==> src/hw/rtl/chgs_pkg.sv <==
// ----------------------------------------------------------------------------
// Convex hull unit package
// Shared types for the hull sequencer and its turn evaluation unit.
// ----------------------------------------------------------------------------
package chgs_pkg;

    typedef enum logic [1:0] {
        SIGN_ZERO = 2'b00,
        SIGN_POS  = 2'b01,
        SIGN_NEG  = 2'b11
    } t_sign;

endpackage

==> src/hw/rtl/chgs_turn.sv <==
// ----------------------------------------------------------------------------
// Convex hull turn unit
// Multi-cycle evaluation of the cross product sign of (a - o) x (b - o),
// with one multiplier used for both products.
// It also compares the Manhattan distances of a and b from o.
// ----------------------------------------------------------------------------
module chgs_turn #(
    parameter int W = 16
) (
    input  logic                i_clk,
    input  logic                i_rst_n,
    input  logic                i_go,
    input  logic signed [W-1:0] i_ox,
    input  logic signed [W-1:0] i_oy,
    input  logic signed [W-1:0] i_ax,
    input  logic signed [W-1:0] i_ay,
    input  logic signed [W-1:0] i_bx,
    input  logic signed [W-1:0] i_by,
    output logic                o_done,
    output chgs_pkg::t_sign     o_sign,
    output logic                o_a_nearer
);

    localparam int DW = W + 1;
    localparam int PW = 2 * DW;

    typedef enum logic [2:0] {
        S_IDLE,
        S_DIFF,
        S_MUL1,
        S_MUL2,
        S_CMP
    } t_state;

    t_state                  r_state;
    logic signed [DW-1:0]    r_ax, r_ay, r_bx, r_by;
    logic signed [PW-1:0]    r_p, r_q;
    logic                    r_done;
    chgs_pkg::t_sign         r_sign;
    logic                    r_near;
    logic [DW:0]             w_da, w_db;
    logic signed [DW-1:0]    w_ma, w_mb;
    logic signed [PW-1:0]    w_prod;

    function automatic logic [DW-1:0] f_abs(input logic signed [DW-1:0] v);
        f_abs = v[DW-1] ? DW'(-v) : DW'(v);
    endfunction

    assign w_da = (DW+1)'(f_abs(r_ax)) + (DW+1)'(f_abs(r_ay));
    assign w_db = (DW+1)'(f_abs(r_bx)) + (DW+1)'(f_abs(r_by));

    assign w_ma   = (r_state == S_MUL1) ? r_ax : r_ay;
    assign w_mb   = (r_state == S_MUL1) ? r_by : r_bx;
    assign w_prod = PW'(w_ma) * PW'(w_mb);

    always_ff @(posedge i_clk) begin
        if (!i_rst_n) begin
            r_state <= S_IDLE;
            r_done  <= 1'b0;
        end else begin
            r_done <= 1'b0;
            unique case (r_state)
                S_IDLE: begin
                    if (i_go) begin
                        r_state <= S_DIFF;
                    end
                end
                S_DIFF: begin
                    r_ax    <= DW'(i_ax) - DW'(i_ox);
                    r_ay    <= DW'(i_ay) - DW'(i_oy);
                    r_bx    <= DW'(i_bx) - DW'(i_ox);
                    r_by    <= DW'(i_by) - DW'(i_oy);
                    r_state <= S_MUL1;
                end
                S_MUL1: begin
                    r_p     <= w_prod;
                    r_state <= S_MUL2;
                end
                S_MUL2: begin
                    r_q     <= w_prod;
                    r_state <= S_CMP;
                end
                S_CMP: begin
                    if (r_p > r_q) begin
                        r_sign <= chgs_pkg::SIGN_POS;
                    end else if (r_p < r_q) begin
                        r_sign <= chgs_pkg::SIGN_NEG;
                    end else begin
                        r_sign <= chgs_pkg::SIGN_ZERO;
                    end
                    r_near  <= w_da < w_db;
                    r_done  <= 1'b1;
                    r_state <= S_IDLE;
                end
                default: r_state <= S_IDLE;
            endcase
        end
    end

    assign o_done     = r_done;
    assign o_sign     = r_sign;
    assign o_a_nearer = r_near;

endmodule

==> config.mk <==
export PLATFORM = sky130hd
export DESIGN_NAME = chgs_turn
export DESIGN_NICKNAME = d
export VERILOG_FILES = /design/src/hw/rtl/chgs_pkg.sv /design/src/hw/rtl/chgs_turn.sv
export SDC_FILE = /design/constraint.sdc
export NUM_CORES = 1
export LEC_CHECK = 0
export BUFFER_PORTS_ARGS = -buffer_cell sky130_fd_sc_hd__buf_2
export CAP_MARGIN = 20
export CORE_AREA = 10 10 222 224
export CTS_CLUSTER_DIAMETER = 80
export CTS_CLUSTER_SIZE = 30
export DETAILED_ROUTE_END_ITERATION = 8
export DIE_AREA = 0 0 232 234
export PLACE_DENSITY = 0.66
export SLEW_MARGIN = 30
export SYNTH_ARGS = -nofsm -noshare
export SYNTH_HDL_FRONTEND = slang
export SYNTH_SLANG_ARGS = --single-unit
==> constraint.sdc <==
create_clock -name i_clk -period 10.4 [get_ports i_clk]
set_input_delay 0.52 -clock i_clk [delete_from_list [all_inputs] [get_ports i_clk]]
set_output_delay 0.52 -clock i_clk [all_outputs]
set_load 0.03 [all_outputs]
# --- Word level (Yosys, flattened, before mapping) ---
# Cells that the tools add are included.
totals:
  ff_bits: 143
  word_cells: 44
classes:
  add_sub_neg: 10
  multipliers: 1
  magnitude_cmp: 3
  n_eq_ne: 5
  muxes: 10
  n_reduce_logical: 5
op_table:
  columns: ["op", "count"]
  rows:
  - ["2-to-1 mux 17 bit", 6]
  - ["negator 17 bit", 4]
  - ["subtractor 16 x 16 -> 17 bit", 4]
  - ["adder 17 x 17 -> 18 bit", 2]
  - ["> comparator 34 bit", 1]
  - ["< comparator 34 bit", 1]
  - ["multiplier 17 x 17 -> 34 bit", 1]
  - ["< comparator 18 bit", 1]
  - ["case mux 3 bit (4 select lines)", 1]
  - ["AND reduction 2 bit", 4]
  - ["== test 3 x 2 -> 1 bit (second input constant)", 2]
  - ["== test 3 x 1 -> 1 bit (second input constant)", 1]
  - ["== test 3 bit (second input constant)", 1]
  - ["logical NOT 3 bit", 1]
  - ["2-to-1 mux 3 bit", 1]
  - ["2-to-1 mux 2 bit", 1]
  - ["inequality test 2 bit (second input constant)", 1]
  - ["2-to-1 mux 1 bit", 1]

# --- Logic depth before layout (Yosys ltp) ---
logic_depth:
  depth_word: 4
  mapped_depth: 29

# --- Least setup slack after synthesis ---
# No wires, ideal clock.
synth_timing:
  path_type: "register -> register"
  start: "register r_state[1]"
  end: "register r_p[29], data pin"
  setup_ps: 263
  arrival_time_ps: 7195
  path_slack_ps: 2942
  path_stages_with_launch: 28
  period_less_slack_ps: 7458
  path_cell_list: "dfxtp_1 > nor3b_1 > clkbuf_1 > clkbuf_1 > clkbuf_1 > mux2_2 > nand2_1 > fa_1 > fa_1 > inv_1 > fa_1 > inv_1 > fa_1 > inv_1 > fa_1 > inv_1 > fa_1 > inv_1 > ha_1 > or3_1 > or4_1 > o2bb2ai_2 > o31ai_1 > a211o_2 > o21ai_1 > nand2b_1 > a21oi_1 > xnor2_1"
synth_via:
  elab_chain_cells: 3
  word_cells_on_any_way: 4
synth_lines:
  columns: ["item", "line", "source"]
  rows:
  - ["from (decl)", "chgs_turn.sv:35", "t_state r_state;"]
  - ["from (signal assigned)", "chgs_turn.sv:58", "r_state <= S_IDLE;"]
  - ["from (signal assigned)", "chgs_turn.sv:65", "r_state <= S_DIFF;"]
  - ["from (signal assigned)", "chgs_turn.sv:73", "r_state <= S_MUL1;"]
  - ["== test 3 x 2 -> 1 bit *", "chgs_turn.sv:52, chgs_turn.sv:53", null]
  - ["2-to-1 mux 17 bit (on tied branches)", "chgs_turn.sv:52, chgs_turn.sv:53", null]
  - ["multiplier 17 x 17 -> 34 bit *", "chgs_turn.sv:54", "assign w_prod = PW'(w_ma) * PW'(w_mb);"]
  - ["via w_prod[29]", "chgs_turn.sv:43", "logic signed [PW-1:0] w_prod;"]
  - ["to (signal assigned)", "chgs_turn.sv:76", "r_p <= w_prod;"]
  - ["to (decl)", "chgs_turn.sv:37", "logic signed [PW-1:0] r_p, r_q;"]
# The timed path passes the listed nets; every way through them passes the cells marked *.
# A chain may end at the register's enable or synchronous reset.

# --- Final worst setup path ---
layout_timing:
  start: "register r_state[1]"
  end: "register r_p[27], data pin"
# Same word-level chain as after synthesis.

==> impl_results.md <==
* Drt wl/cell at 18.1 um
* Chip width at around 230 um
* FF+latch count, synth at 143
* FP Rows at 78
* Place WS at between 2 and 2.5 ns
* Min-Delay Path Class: in -> reg
* GRT overflow at 0
* Critical path class: reg -> reg
* Clk slew on worst S/H paths at 0.07 ns
* First-pass GRT wire length at 90.9 mm
* CTS H-tree lvls at 4
* Drt initial violations at about 1100
* Async set-reset flop share out of synthesis at 0%
* Synthesized area at about 22000 um2
* Min Tclk post-route at between 8 and 9 ns
* Worst skew pair latency at 0.48 ns
* Final worst setup slack at between 2 and 2.5 ns
* Die Footprint at ~54000 um2
* Yosys top cell by area: fa_1
* Post-Syn Instances at 2347
* Vias at 16400
* Worst-margin pin slew at 0.976 ns
* GRT met1 Usage at 27.7%
* Busiest grt layer: met2
* CP max FO at 69
* Setup Buffers After CTS at 0
* Routed WL at between 50 and 60 mm
* # DRC at 0
* Count of cell types in the netlist at 64
* Initial antenna violation count at 2
* Starting Density at 49.2%
* Critical path required time at 10.61 ns
* Total clock sinks at 143
* Final hold violations at 0
* Pin count of the biggest net entering global routing at 70
* Status: finished, final reports clean
* Ant diodes at 0
* Final GP Congestion at approximately 0.95
* Hold_buf cts at 0
* Critical Path AT at 8.55 ns
* Ratio of cells with drive above 1 in the final layout at 8.65%
* # IOs at 103
* Nets at ~3000
* CTS tree: yes
* Period Utilization, post-route at 80.2%
* Mapped Avg Cell Area at 9.41 um2
* CP endpoint kind: flop
* Synth Flop Type: edfxtp_1
* Area share of the largest cell type after synthesis at 27.4%
* First-pass DRT Iterations at 6
* Post-synth top cells: inv_1, fa_1, ha_1, nor2_1, nand2_1
* All-Layer GR Usage at 21.2%
* Rel. slew slack at 33.0%
* Post-CTS Resized at 0
* EDFF count, synth at 139
* Final Skew at 0.0185 ns
* Synth Warn # at 0
* Clock Tree Root: clkbuf_16
* CTS Buf Count at 17
* Die span in y at 234 um
* # setup viols final at 0
* Max-cap check violation count at 0
* Vias in the first global route at between 15000 and 20000
* Via density at 5.36
* Hpwl dp at between 40 and 50 mm
* Number of port buffers at 102
* Core area at 44900 um2
* Maximum clock rate at roughly 0.12 GHz
* M2 GR Usage at 36.1%
* Final setup TNS at 0 ns
* GR Layer Usage met3 at 3.03%
* Synth Net Count at 2986
* Slew Viols, Final at 0
* Area Overhead vs Synth at 8.60%
* RSZ-0062 raised after global routing: no
* Largest cells by area after synthesis: fa_1, edfxtp_1, ha_1
* Sequential-to-total area share from yosys stat at 19.3%
* CTS Buffer Depth at 2
* Most numerous cell in the Yosys netlist: inv_1
* Worst Setup Start Kind: flop
* Post-route ant nets at 0
[metrics by stage]
stage / hold WS (ns) / instance area (um2) / instances / utilization, %
after floorplan: 0.452 / 22100 / 2347 / -
after global placement: 0.478 / 23400 / 3030 / 52.0
after detailed placement: 0.505 / 23400 / 3030 / 52.0
after CTS: 0.289 / 24000 / 3062 / 53.4
after global routing: 0.339 / 24000 / 3062 / 53.4
final: 0.308 / 24000 / 3062 / 53.4
[cell families (layout without fill, tap and decap cells)]
kind of cell	after synthesis	count (layout)	synth area share (%)
adders and majority gates	540	540	40.9
AOI/OAI and AO/OA	319	319	9.37
muxes	56	56	2.70
and+or+nand+nor	652	652	13.2
DFF	143	143	19.3
xor gates and xnor gates	164	164	6.51
buffers and inverters	473	588	8.07
[registers in the layout (all words and copies together), names as in the netlist]
signal / count
r_p: 34
o_a_nearer: 1
r_bx: 17
r_ax: 17
r_q: 34
r_ay: 17
r_state: 3
r_by: 17
o_sign: 2
o_done: 1
[final timing paths]
| check | start | end | slack (ns) | cells past startpoint |
|---|---|---|---|---|
| setup / recovery | r_state[1]$_SDFFE_PN0P_ | r_p[27]$_DFFE_PP_ | 2.06 | 26 |
| hold / removal | i_go | r_state[0]$_SDFFE_PN0P_ | 0.31 | 3 |
| setup reg to reg | r_state[1]$_SDFFE_PN0P_ | r_p[27]$_DFFE_PP_ | 2.06 | 26 |
| hold reg to reg | r_state[2]$_SDFFE_PN0P_ | o_done$_SDFF_PN0_ | 0.51 | 1 |
[layer usage]
layer / vias to the layer above / share of wire [%]
li1: 7884 / -
met1: 8051 / 45
met2: 423 / 48
met3: 65 / 4.8
met4: 2 / 2.1
met5: - / 0.024
[worst max-delay path, cell delays in order (launching register included)]
cell       delay, ns
dfxtp_1         0.46
nor3b_2         0.21
buf_4           0.70
mux2i_1         0.90
nor2_1          0.16
fa_1            0.52
inv_1           0.05
fa_1            0.47
inv_1           0.05
fa_1            0.50
inv_1           0.06
fa_1            0.54
inv_1           0.05
fa_1            0.47
inv_1           0.05
fa_1            0.47
inv_1           0.04
ha_1            0.20
or3_1           0.37
or4_1           0.43
o2bb2ai_2       0.24
o31ai_1         0.19
a211o_2         0.36
o21ai_1         0.14
nand2b_1        0.11
a21oi_1         0.18
xnor2_1         0.11
[cell usage in the layout, fill, tap and decap left out, types with 7 or more instances in the layout]
cell,Yosys,final
buf_2,2,102
or2_2,12,12
a21oi_1,95,95
mux2i_1,27,24
buf_4,0,21
edfxtp_1,139,139
o41ai_1,11,11
or4_1,14,14
nor2_1,228,227
inv_1,433,433
nor3_1,42,42
nand4_1,7,7
and3_1,17,17
a21o_1,31,31
nand2b_1,24,24
fa_1,302,302
a211oi_1,12,12
o21ai_0,65,65
nand3_1,30,30
o31ai_1,18,18
a31oi_1,7,7
nor2b_1,25,25
or3_1,18,18
nand2_1,218,218
xor2_1,19,19
xnor2_1,145,145
ha_1,238,238
o21a_1,20,20
mux2_2,29,29
clkbuf_16,0,17
o21bai_1,7,7
[area by class of cell]
cell class	count	area (um2)
clock inverter	15	186
sequential	143	4250
multi-input combinational	1731	16100
timing repair buffer	123	668
fill	4064	20900
clock buffer	17	425
inverter	433	1630
tap	600	751
Power is left out: the tool's default activity adds up to more than one toggle a clock period on the data nets, which glitch-free logic cannot reach.
